==> config.mk <==
export PLATFORM = sky130hd
export DESIGN_NAME = vp8_rtp_payload_extractor
export DESIGN_NICKNAME = d
export VERILOG_FILES = /design/src/hdl/vp8rtp_pkg.sv /design/src/hdl/vp8_rtp_payload_extractor.sv
export SDC_FILE = /design/constraint.sdc
export NUM_CORES = 1
export LEC_CHECK = 0
export BUFFER_PORTS_ARGS = -buffer_cell sky130_fd_sc_hd__buf_2
export CORE_UTILIZATION = 42
export CTS_BUF_LIST = sky130_fd_sc_hd__clkbuf_2
export CTS_CLUSTER_SIZE = 28
export DETAILED_ROUTE_END_ITERATION = 12
export PLACE_DENSITY = 0.55
export SKIP_LAST_GASP = 1
export SLEW_MARGIN = 40
export SYNTH_ARGS = -nofsm -noshare
export SYNTH_HDL_FRONTEND = slang
export SYNTH_SLANG_ARGS = --single-unit
==> constraint.sdc <==
create_clock -name clk -period 14.9 [get_ports clk]
set_input_delay 0.745 -clock clk [delete_from_list [all_inputs] [get_ports clk]]
set_output_delay 0.745 -clock clk [all_outputs]
set_load 0.02 [all_outputs]
==> src/hdl/vp8rtp_pkg.sv <==
// ----------------------------------------------------------------------------
// vp8rtp_pkg
// Shared types and constants for the VP8 RTP payload extractor: beat
// structs, result status codes and payload descriptor walk phases.
// ----------------------------------------------------------------------------
package vp8rtp_pkg;

    // Default largest packet length in bytes
    localparam int MAX_PACKET_DEFAULT = 2048;

    // Result status codes
    localparam logic [1:0] ST_TAKEN   = 2'd0;  // payload range valid
    localparam logic [1:0] ST_EMPTY   = 2'd1;  // nothing past header and padding
    localparam logic [1:0] ST_OVERRUN = 2'd2;  // descriptor runs past payload
    localparam logic [1:0] ST_DROPPED = 2'd3;  // truncated or too long

    // Fixed RTP header length before CSRC entries
    localparam int RTP_FIXED_BYTES = 12;

    // One packet byte with its framing marks
    typedef struct packed {
        logic [7:0] data_byte;
        logic       packet_last;
        logic       frame_last;
    } in_beat_t;

    // One per-packet report
    typedef struct packed {
        logic [1:0]  status;
        logic [11:0] payload_start;
        logic [11:0] payload_end;
        logic        frame_done;
        logic        frame_nonempty;
        logic [31:0] frame_timestamp;
        logic [6:0]  frame_payload_type;
    } out_beat_t;

    // VP8 payload descriptor walk phases
    typedef enum logic [6:0] {
        PH_FIRST = 7'b0000001,  // waiting for first descriptor byte
        PH_EXT   = 7'b0000010,  // extension byte (I, L, T, K)
        PH_PID1  = 7'b0000100,  // first picture id byte
        PH_PID2  = 7'b0001000,  // second picture id byte
        PH_TL0   = 7'b0010000,  // TL0PICIDX byte
        PH_TK    = 7'b0100000,  // TID/KEYIDX byte
        PH_DONE  = 7'b1000000   // descriptor complete
    } desc_phase_t;

    // Descriptor flag bits kept from the extension byte
    localparam int DF_I  = 2;
    localparam int DF_L  = 1;
    localparam int DF_TK = 0;

endpackage

==> src/hdl/vp8_rtp_payload_extractor.sv <==
// ----------------------------------------------------------------------------
// vp8_rtp_payload_extractor
// Parses RTP packets carrying VP8, one byte per beat: RTP header, CSRC list,
// header extension, padding and the VP8 payload descriptor. Reports the
// payload byte range or a drop reason per packet, and a frame summary on
// the packet that closes a frame.
//
//   Channel  Signals                        Beat
//   -------  -----------------------------  ----------------------------------
//   pkt      pkt_valid, pkt_stall, pkt_beat one packet byte with framing marks
//   rpt      rpt_valid, rpt_stall, rpt_beat one report per packet-final byte
//
// Takes one byte every cycle while pkt_stall is low. A beat waits in the input
// register, its state update and report are computed there, and the report
// is loaded into the result register when the beat moves on.
// pkt_stall rises only when a packet-final byte waits in the input register
// while the result register holds a report that rpt_stall is holding back.
// Reset clears all parse and frame state; the first packet starts at once.
// ----------------------------------------------------------------------------
module vp8_rtp_payload_extractor #(
    parameter int MAX_PACKET = vp8rtp_pkg::MAX_PACKET_DEFAULT
) (
    input  logic                 clk,
    input  logic                 rst_n,
    input  logic                 pkt_valid,
    output logic                 pkt_stall,
    input  vp8rtp_pkg::in_beat_t pkt_beat,
    output logic                 rpt_valid,
    input  logic                 rpt_stall,
    output vp8rtp_pkg::out_beat_t rpt_beat
);

    // Byte position width, able to hold MAX_PACKET itself
    localparam int PW = $clog2(MAX_PACKET + 1);
    // Size arithmetic width: header end plus a full padding count
    localparam int SW = PW + 2;
    // Header length with extension: up to 72 + 4 + 4 * 65535
    localparam int HW = 19;
    localparam logic [PW-1:0] MAX_POS = PW'(MAX_PACKET);
    localparam logic [HW-1:0] MAX_HDR = HW'(MAX_PACKET);

    // Input register
    logic                  in_valid_reg;
    vp8rtp_pkg::in_beat_t  in_beat_reg;

    // Result register
    logic                  rpt_valid_reg;
    vp8rtp_pkg::out_beat_t rpt_beat_reg;
    vp8rtp_pkg::out_beat_t rpt_beat_next;

    // Packet state
    logic [PW-1:0]           pos_reg, pos_next;
    logic [3:0]              csrc_reg, csrc_next;
    logic                    pad_flag_reg, pad_flag_next;
    logic                    ext_flag_reg, ext_flag_next;
    logic [7:0]              ext_hi_reg, ext_hi_next;
    logic [PW-1:0]           hdr_end_reg, hdr_end_next;
    vp8rtp_pkg::desc_phase_t phase_reg, phase_next;
    logic [PW-1:0]           desc_end_reg, desc_end_next;
    logic [2:0]              dflags_reg, dflags_next;

    // Frame state
    logic                    started_reg, started_next;
    logic [31:0]             ts_reg, ts_next;
    logic [6:0]              pt_reg, pt_next;
    logic                    any_reg, any_next;

    // Per-beat working values
    logic                    proc_fire;
    logic [7:0]              b;
    logic                    in_range;
    logic [PW-1:0]           base;
    logic [HW-1:0]           hdr_len;
    logic [SW-1:0]           size;
    logic [SW-1:0]           limit;
    logic [SW-1:0]           pend;
    logic [SW-1:0]           pstart;
    logic [7:0]              pad;

    // Phase after the picture id bytes
    function automatic vp8rtp_pkg::desc_phase_t after_pid(input logic [2:0] flags);
        vp8rtp_pkg::desc_phase_t ph;
        if (flags[vp8rtp_pkg::DF_L]) begin
            ph = vp8rtp_pkg::PH_TL0;
        end
        else if (flags[vp8rtp_pkg::DF_TK]) begin
            ph = vp8rtp_pkg::PH_TK;
        end
        else begin
            ph = vp8rtp_pkg::PH_DONE;
        end
        return ph;
    endfunction

    // Advance the held beat unless it is packet-final and the result side cannot take it
    assign proc_fire = in_valid_reg &&
                       (!in_beat_reg.packet_last || !rpt_valid_reg || !rpt_stall);
    assign pkt_stall = in_valid_reg && !proc_fire;

    assign rpt_valid = rpt_valid_reg;
    assign rpt_beat  = rpt_beat_reg;

    // Parse one byte and build the report
    always_comb
    begin
        b        = in_beat_reg.data_byte;
        in_range = pos_reg < MAX_POS;

        pos_next      = pos_reg;
        csrc_next     = csrc_reg;
        pad_flag_next = pad_flag_reg;
        ext_flag_next = ext_flag_reg;
        ext_hi_next   = ext_hi_reg;
        hdr_end_next  = hdr_end_reg;
        phase_next    = phase_reg;
        desc_end_next = desc_end_reg;
        dflags_next   = dflags_reg;
        started_next  = started_reg;
        ts_next       = ts_reg;
        pt_next       = pt_reg;
        any_next      = any_reg;

        // First header byte carries CSRC count, padding and extension bits
        if (pos_reg == '0) begin
            csrc_next     = b[3:0];
            pad_flag_next = b[5];
            ext_flag_next = b[4];
        end

        base    = PW'(vp8rtp_pkg::RTP_FIXED_BYTES) + PW'({csrc_next, 2'b00});
        hdr_len = HW'(base) + HW'(4) + HW'({ext_hi_reg, b, 2'b00});

        if (in_range) begin
            pos_next = pos_reg + PW'(1);

            // Capture payload type and timestamp of the frame's first packet
            if (!started_reg) begin
                if (pos_reg == PW'(1)) begin
                    pt_next = b[6:0];
                end
                if (pos_reg >= PW'(4) && pos_reg <= PW'(7)) begin
                    ts_next = {ts_reg[23:0], b};
                end
            end

            if (hdr_end_reg != '0) begin
                // Walk the payload descriptor
                if (pos_reg >= hdr_end_reg && phase_reg != vp8rtp_pkg::PH_DONE) begin
                    desc_end_next = pos_reg + PW'(1);
                    case (phase_reg)
                        vp8rtp_pkg::PH_FIRST:
                        begin
                            phase_next = b[7] ? vp8rtp_pkg::PH_EXT : vp8rtp_pkg::PH_DONE;
                        end
                        vp8rtp_pkg::PH_EXT:
                        begin
                            dflags_next = {b[7], b[6], b[5] | b[4]};
                            phase_next  = b[7] ? vp8rtp_pkg::PH_PID1
                                               : after_pid({b[7], b[6], b[5] | b[4]});
                        end
                        vp8rtp_pkg::PH_PID1:
                        begin
                            phase_next = b[7] ? vp8rtp_pkg::PH_PID2 : after_pid(dflags_reg);
                        end
                        vp8rtp_pkg::PH_PID2:
                        begin
                            phase_next = after_pid(dflags_reg);
                        end
                        vp8rtp_pkg::PH_TL0:
                        begin
                            phase_next = dflags_reg[vp8rtp_pkg::DF_TK] ? vp8rtp_pkg::PH_TK
                                                                       : vp8rtp_pkg::PH_DONE;
                        end
                        default:
                        begin
                            phase_next = vp8rtp_pkg::PH_DONE;
                        end
                    endcase
                end
            end
            else if (!ext_flag_next) begin
                // Header ends after the CSRC list
                if (pos_reg + PW'(1) == base) begin
                    hdr_end_next = base;
                end
            end
            else begin
                // Header extension: length word at base+2 and base+3
                if (pos_reg == base + PW'(2)) begin
                    ext_hi_next = b;
                end
                if (pos_reg == base + PW'(3)) begin
                    hdr_end_next = (hdr_len > MAX_HDR) ? MAX_POS : hdr_len[PW-1:0];
                end
            end
        end

        // Classify the packet at its final byte
        size   = {2'b00, pos_reg} + SW'(1);
        pad    = pad_flag_next ? b : 8'd0;
        limit  = {2'b00, hdr_end_next} + SW'(pad);
        pend   = size - SW'(pad);
        pstart = '0;

        rpt_beat_next = '0;
        if (!in_range || hdr_end_next == '0) begin
            rpt_beat_next.status = vp8rtp_pkg::ST_DROPPED;
        end
        else if (size <= limit) begin
            rpt_beat_next.status = vp8rtp_pkg::ST_EMPTY;
        end
        else if (phase_next != vp8rtp_pkg::PH_DONE || {2'b00, desc_end_next} > pend) begin
            rpt_beat_next.status = vp8rtp_pkg::ST_OVERRUN;
        end
        else begin
            rpt_beat_next.status        = vp8rtp_pkg::ST_TAKEN;
            pstart                      = {2'b00, desc_end_next};
            rpt_beat_next.payload_start = 12'(pstart);
            rpt_beat_next.payload_end   = 12'(pend);
            if (in_beat_reg.packet_last && pend > pstart) begin
                any_next = 1'b1;
            end
        end

        if (in_beat_reg.packet_last) begin
            // Close the frame or mark it started
            if (in_beat_reg.frame_last) begin
                rpt_beat_next.frame_done         = 1'b1;
                rpt_beat_next.frame_nonempty     = any_next;
                rpt_beat_next.frame_timestamp    = ts_next;
                rpt_beat_next.frame_payload_type = pt_next;
                started_next = 1'b0;
                ts_next      = '0;
                pt_next      = '0;
                any_next     = 1'b0;
            end
            else begin
                started_next = 1'b1;
            end

            // Clear packet state for the next packet
            pos_next      = '0;
            csrc_next     = '0;
            pad_flag_next = 1'b0;
            ext_flag_next = 1'b0;
            ext_hi_next   = '0;
            hdr_end_next  = '0;
            phase_next    = vp8rtp_pkg::PH_FIRST;
            desc_end_next = '0;
            dflags_next   = '0;
        end
    end

    // Input register: load a new beat whenever the held one moves on
    always_ff @(posedge clk or negedge rst_n)
    begin
        if (!rst_n) begin
            in_valid_reg <= 1'b0;
        end
        else if (!pkt_stall) begin
            in_valid_reg <= pkt_valid;
        end
    end

    always_ff @(posedge clk)
    begin
        if (pkt_valid && !pkt_stall) begin
            in_beat_reg <= pkt_beat;
        end
    end

    // Result register: load on a packet-final beat, drop once taken
    always_ff @(posedge clk or negedge rst_n)
    begin
        if (!rst_n) begin
            rpt_valid_reg <= 1'b0;
        end
        else if (proc_fire && in_beat_reg.packet_last) begin
            rpt_valid_reg <= 1'b1;
        end
        else if (!rpt_stall) begin
            rpt_valid_reg <= 1'b0;
        end
    end

    always_ff @(posedge clk)
    begin
        if (proc_fire && in_beat_reg.packet_last) begin
            rpt_beat_reg <= rpt_beat_next;
        end
    end

    // Parse and frame state: advance once per processed beat
    always_ff @(posedge clk or negedge rst_n)
    begin
        if (!rst_n) begin
            pos_reg      <= '0;
            csrc_reg     <= '0;
            pad_flag_reg <= 1'b0;
            ext_flag_reg <= 1'b0;
            ext_hi_reg   <= '0;
            hdr_end_reg  <= '0;
            phase_reg    <= vp8rtp_pkg::PH_FIRST;
            desc_end_reg <= '0;
            dflags_reg   <= '0;
            started_reg  <= 1'b0;
            ts_reg       <= '0;
            pt_reg       <= '0;
            any_reg      <= 1'b0;
        end
        else if (proc_fire) begin
            pos_reg      <= pos_next;
            csrc_reg     <= csrc_next;
            pad_flag_reg <= pad_flag_next;
            ext_flag_reg <= ext_flag_next;
            ext_hi_reg   <= ext_hi_next;
            hdr_end_reg  <= hdr_end_next;
            phase_reg    <= phase_next;
            desc_end_reg <= desc_end_next;
            dflags_reg   <= dflags_next;
            started_reg  <= started_next;
            ts_reg       <= ts_next;
            pt_reg       <= pt_next;
            any_reg      <= any_next;
        end
    end

endmodule

=== Yosys cells after proc, flatten, opt, wreduce, memory -nomap -nowiden ===
Index checks and enable logic that the tools add are counted.

* $add $sub $neg: 9
* Order comparisons: 8
* Equal/unequal tests: 13
* Mux-type cells: 64
* Bitwise operators: 1
* Reductions and logical operators: 33

{| class="wikitable"
|+ Operator list
! operator !! count
|-
| $mux 32 || 5
|-
| $mux 12 || 13
|-
| $mux 7 || 16
|-
| $mux 8 || 6
|-
| $mux 41 || 1
|-
| $pmux 7 s5 || 1
|-
| $eq 12x8->1 || 2
|-
| $logic_not 12->1 || 2
|-
| $add 8x18->19 || 1
|-
| $gt 19x12->1 const B || 1
|-
| $add 7x2->8 const B || 2
|-
| $gt 12x14->1 || 1
|-
| $gt 14x12->1 || 1
|-
| $mux 2 || 7
|-
| $ne 7x7->1 const B || 2
|-
| $sub 13x8->14 || 1
|-
| $add 12x1->13 const B || 1
|-
| $add 12x8->13 || 1
|-
| $le 13x13->1 || 1
|-
| $mux 1 || 13
|-
| $add 12x1->12 const B || 1
|-
| $eq 12x1->1 const B || 1
|-
| $eq 12x7->1 || 1
|-
| $ge 12x12->1 || 1
|-
| other kinds (23) || 46
|}

* Bits in registers: 179
* Input port bits: 14
* Output and inout bits: 69
* Word-level logic and storage cells: 154

=== Longest topological paths before layout ===
* Depth in word-level cells: 17
* Depth in mapped cells: 40
* Depth with buffers taken out: 37

=== Least setup slack after synthesis ===
Ideal clock, no wire load.

* Kind: flip-flop to flip-flop
* Start point: reg pos_reg[0]
* End point: reg rpt_beat_reg (netlist bit rpt_beat[41]) (data pin)
* Library setup time: 272 ps
* Data arrival time: 7429 ps
* Required time: 14628 ps
* Path slack: 7199 ps
* Stages on the path, launching flop included: 40
* Period minus slack after synthesis: 7701 ps
* Path through: dfrtp_1 inv_1 ha_1 nor2b_1 nand4_1 buf_2 a21oi_1 ha_1 clkbuf_1 nand3b_1 mux2_2 inv_2 ha_1 ha_1 nor2_1 or3b_1 a211o_1 a211oi_2 [... 4 more ...] ha_1 a21oi_1 o21ai_0 a21oi_1 o21bai_1 a21oi_1 o21ai_0 nor3b_2 xnor2_1 ha_1 or3_1 a221oi_1 o21ai_0 o2111ai_1 a21oi_1 o211ai_4 buf_8 nor3_2

* Longest elaborated chain between the ends: 14
* Elaborated cells between the ends (all ways): 39
* Those cells by class: add/sub (8); order compare (5); eq/ne (3); mux (16); reduce/logical (7)

{| class="wikitable"
|+ Ends and longest elaborated chain
! what !! line !! RTL
|-
| start, declared || vp8_rtp_payload_extractor.sv:52 || <nowiki>logic [PW-1:0] pos_reg, pos_next;</nowiki>
|-
| start signal, assigned || vp8_rtp_payload_extractor.sv:312 || <nowiki>pos_reg <= pos_next;</nowiki>
|-
| $logic_not 12->1 || vp8_rtp_payload_extractor.sv:124 || <nowiki>if (pos_reg == '0) begin</nowiki>
|-
| $mux 4 || vp8_rtp_payload_extractor.sv:124 ||
|-
| $add 4x6->7 || vp8_rtp_payload_extractor.sv:130 || <nowiki>base = PW'(vp8rtp_pkg::RTP_FIXED_BYTES) + PW'({csrc_next, 2'b00});</nowiki>
|-
| $add 7x3->8 || vp8_rtp_payload_extractor.sv:131 || <nowiki>hdr_len = HW'(base) + HW'(4) + HW'({ext_hi_reg, b, 2'b00});</nowiki>
|-
| $add 8x18->19 || vp8_rtp_payload_extractor.sv:131 ||
|-
| $gt 19x12->1 || vp8_rtp_payload_extractor.sv:193 || <nowiki>hdr_end_next = (hdr_len > MAX_HDR) ? MAX_POS : hdr_len[PW-1:0];</nowiki>
|-
| $mux 12 || vp8_rtp_payload_extractor.sv:193 ||
|-
| $mux 12 || vp8_rtp_payload_extractor.sv:192 || <nowiki>if (pos_reg == base + PW'(3)) begin</nowiki>
|-
| $mux 12 || vp8_rtp_payload_extractor.sv:181 || <nowiki>else if (!ext_flag_next) begin</nowiki>
|-
| $mux 12 || vp8_rtp_payload_extractor.sv:146 || <nowiki>if (hdr_end_reg != '0) begin</nowiki>
|-
| $mux 12 || vp8_rtp_payload_extractor.sv:133 || <nowiki>if (in_range) begin</nowiki>
|-
| $add 12x8->13 / $logic_not 12->1 (equally long branches) || vp8_rtp_payload_extractor.sv:201, vp8_rtp_payload_extractor.sv:206 ||
|-
| $le 13x13->1 / $logic_or 1x1->1 (equally long branches) || vp8_rtp_payload_extractor.sv:209, vp8_rtp_payload_extractor.sv:206 ||
|-
| $reduce_or 3->1 (no line) || - ||
|-
| end signal, assigned || vp8_rtp_payload_extractor.sv:289 || <nowiki>rpt_beat_reg <= rpt_beat_next;</nowiki>
|-
| end, declared || vp8_rtp_payload_extractor.sv:48 || <nowiki>vp8rtp_pkg::out_beat_t rpt_beat_reg;</nowiki>
|}

Several ways; a longest one is shown, not always the timed one.
A chain may end at the register's enable or synchronous reset.

=== Worst setup path after layout ===
* Start point: reg pos_reg[0]
* End point: reg rpt_beat_reg (netlist bit rpt_beat[55]) (data pin)

The elaborated chain is that of the path after synthesis.

==> summary.txt <==
Clock tree
  • Buffer levels on the longest clock path: 2
  • Cts bufs inserted: 17
  • Clk slew on worst S/H paths: about 340 ps
  • Clock root cell: clkbuf_2
  • Worst-Skew Late Latency: about 800 ps
  • Clock sinks: approximately 180
  • CTS H-tree lvls: 4
  • # Post-CTS Setup Buffers: 0
  • TritonCTS clock tree: done

Synthesis
  • FFs w/ async S/R, synth: 0.570
  • Seq/Total Area, Yosys: 0.447
  • Ys Warns: 0
  • Yosys cell types: just over 90
  • Synth top area share: 0.232
  • Mapped Cells: between 1,000 and 1,500
  • EDFF count, synth: 77
  • Synth area leader: dfrtp_1
  • Post-synthesis area per instance: roughly 9.8 sq um
  • Dominant cells by area after synthesis: dfrtp_1, edfxtp_1, ha_1
  • Commonest register cell after synthesis: dfrtp_1
  • Synthesized area: 10,900 sq um
  • FF+latch count, synth: between 150 and 200
  • Syn nets: 1,191

Global route
  • First-pass GRT wire length: about 47,000 microns
  • GRT Residual Overflow: 0
  • Vias in the first global route: a little over 8,000
  • GR Util All Layers: 0.232
  • Initial antenna violation count: 1
  • Largest net degree at the start of global routing: 76

Place
  • Port bufs: 82
  • Placed standard-cell area: about 12,000 sq um
  • Detailed placement HPWL: 21,200 microns
  • Gpl congestion: about 0.90

Die
  • Die width: approximately 160 microns
  • Die Y: about 160 microns
  • IO Pins: 83
  • Core area: between 20,000 and 30,000 sq um
  • Core Rows: 58
  • Initial Utilization: 0.430
  • Die area: around 27,000 sq um

Cells and area
  • Commonest cells after routing, fill and taps aside: nand2_1, dfrtp_1, buf_2
  • Finished Cell Area: around 12,000 sq um
  • Commonest non-fill, non-tap cell in the layout: nand2_1
  • Area Growth Syn to Fin: 9.31%
  • Largest register FFs: between 60 and 70
  • Final Util: 0.470
  • Layout cells sized above 1: 0.165
  • Layout Nets: approximately 1,200

STA
  • Worst-margin pin slew: 861 ps
  • Clock Skew: ~54 ps
  • Max Slew Vio Count: 0
  • Setup TNS: 0 ps
  • Final setup violation count: 0
  • Slew headroom: 0.424
  • Endpoints failing hold: 0
  • Min Clock Period, post-route: 9370 ps
  • Fmax: between 100 and 150 MHz
  • Crit share post-route: 0.629
  • RSZ-0062 raised after global routing: false

Detailed routing
  • Drt wl/cell: around 20 microns
  • First-iteration detailed-routing DRC count: about 700
  • Pre-antenna DRT Iters: 5
  • DR vias: between 8,000 and 9,000
  • DR vias/cell: about 5.7
  • Total Wirelength: 29,700 microns
  • Routed Antenna Nets: 0
  • DRC violations left: 0

Worst setup path
  • Largest stage delay, worst path: between 500 and 600 ps
  • Startpoint Class: flop
  • Crit Path Max Fanout: 14
  • Crit. End Element: flop
  • Worst-case reg-to-reg path depth: 35
  • Family with the most delay on the worst path: compound AO/OA/AOI/OAI gates
  • Critical path class: flop to flop
  • Critical R2R Capture: rpt_beat[55]$_SDFFCE_PP0P_
  • WP data arrival: around 9900 ps
  • R2r startpoint: pos_reg[0]$_DFFE_PN0P_
  • Slowest cell on the critical path: dfrtp_1
  • CP bufs+invs: 2
  • R2r setup slk: roughly 5500 ps
  • CP required: 15,460 ps

Pwr
  • LEAKAGE: 4.96 nW
  • PwrDens: ~110 nW/um^2
  • Peak VDD IR: approximately 0.000072 V

Flow run
  • Total of max-cap violations: 0

Worst hold path
  • Worst Hold Class: primary input to flop
  • Hold path depth: 1
  • Hold path start: pkt_beat[2]
  • Hold Path End: b[0]$_DFFE_PP_

Outcome
  • Outcome: complete, no violations
==> synth_stat cells (4+ instances only) <==
library cell    n
a21boi_0        5
a21o_1         12
a21oi_1        67
a22o_1         55
a22oi_1         4
and2_1          7
and3_1          7
and4_1          5
buf_2           8
clkbuf_1       43
dfrtp_1       101
edfxtp_1       77
ha_1           68
inv_1          57
mux2i_1        24
nand2_1       153
nand2b_1        9
nand3_1        30
nand3b_1        6
nand4_1        21
nor2_1         65
nor2_2         10
nor2b_1         8
nor3_1         18
nor3_2         11
nor3b_1         4
nor4_1          8
o211ai_1        4
o21a_1          7
o21ai_0        64
o21ai_1         4
o21bai_1        4
o31ai_1         5
or3_1           5
xnor2_1        31
xor2_1         15
==> cell families (layout without fill, tap and decap cells) <==
kind of cell | Yosys count | in the layout | synth area share
and+or+nand+nor | 387 | 387 | 0.179
AOI/OAI and AO/OA | 278 | 278 | 0.181
DFF | 179 | 179 | 0.447
buffers and inverters | 118 | 189 | 0.0462
adders and majority gates | 71 | 71 | 0.0837
xor gates and xnor gates | 47 | 47 | 0.0385
muxes | 26 | 26 | 0.0244
other | 0 | 1 | 0
==> worst max-delay path by stage <==
stage                     cells after the start              startpoint                          to
after CTS                                    35  pos_reg[0]$_DFFE_PN0P_  rpt_beat[55]$_SDFFCE_PP0P_
after global placement                       34  pos_reg[0]$_DFFE_PN0P_  rpt_beat[39]$_SDFFCE_PN0P_
after floorplan                              39  pos_reg[0]$_DFFE_PN0P_  rpt_beat[41]$_SDFFCE_PP0P_
final                                        35  pos_reg[0]$_DFFE_PN0P_  rpt_beat[55]$_SDFFCE_PP0P_
after detailed placement                     35  pos_reg[0]$_DFFE_PN0P_  rpt_beat[55]$_SDFFCE_PP0P_
after global routing                         35  pos_reg[0]$_DFFE_PN0P_  rpt_beat[55]$_SDFFCE_PP0P_
==> routing by layer <==
| layer | GRT usage | wire, microns |
|---|---|---|
| met1 | 0.334 | 14100 |
| met2 | 0.368 | 13800 |
| met3 | 0.0262 | 1220 |
| met4 | 0.0684 | 593 |
| met5 | 0 | 0 |
==> repair_timing <==
item,in CTS,in global routing
hold endpoints to repair,39,0
resized for setup,0,0
hold buffers,1,0
==> power by group <==
group | internal [W] | leakage, nW | switching [W]
sequential | 0.000541 | 2.15 | 0.0000256
combinational | 0.000175 | 2.65 | 0.000293
clock | 0.0000630 | 0.162 | 0.000221
total | 0.000779 | 4.96 | 0.000540
==> layout make-up <==
type | count | area, sq um
multi-input cells | 809 | 5560
clock buffers | 17 | 85.1
diodes | 1 | 2.50
repair buffers | 98 | 551
inverters | 59 | 221
clock inverters | 15 | 206
fillers | 2429 | 13400
well taps | 330 | 413
flip-flops and latches | 179 | 4870
==> stage by stage <==
step | worst slack, ps | hold WS (ps) | power [W] | std cells
2_1_floorplan | 7200 | 449 | 0.000919 | 1106
3_3_place_gp | 5840 | 462 | 0.00104 | 1473
3_5_place_dp | 5760 | 470 | 0.00104 | 1474
4_1_cts | 5680 | 56.0 | 0.00133 | 1507
5_1_grt | 4590 | 24.8 | 0.00140 | 1508
6_report | 5530 | 104 | 0.00132 | 1508
Note: power is estimated with default switching activity, not from simulation.
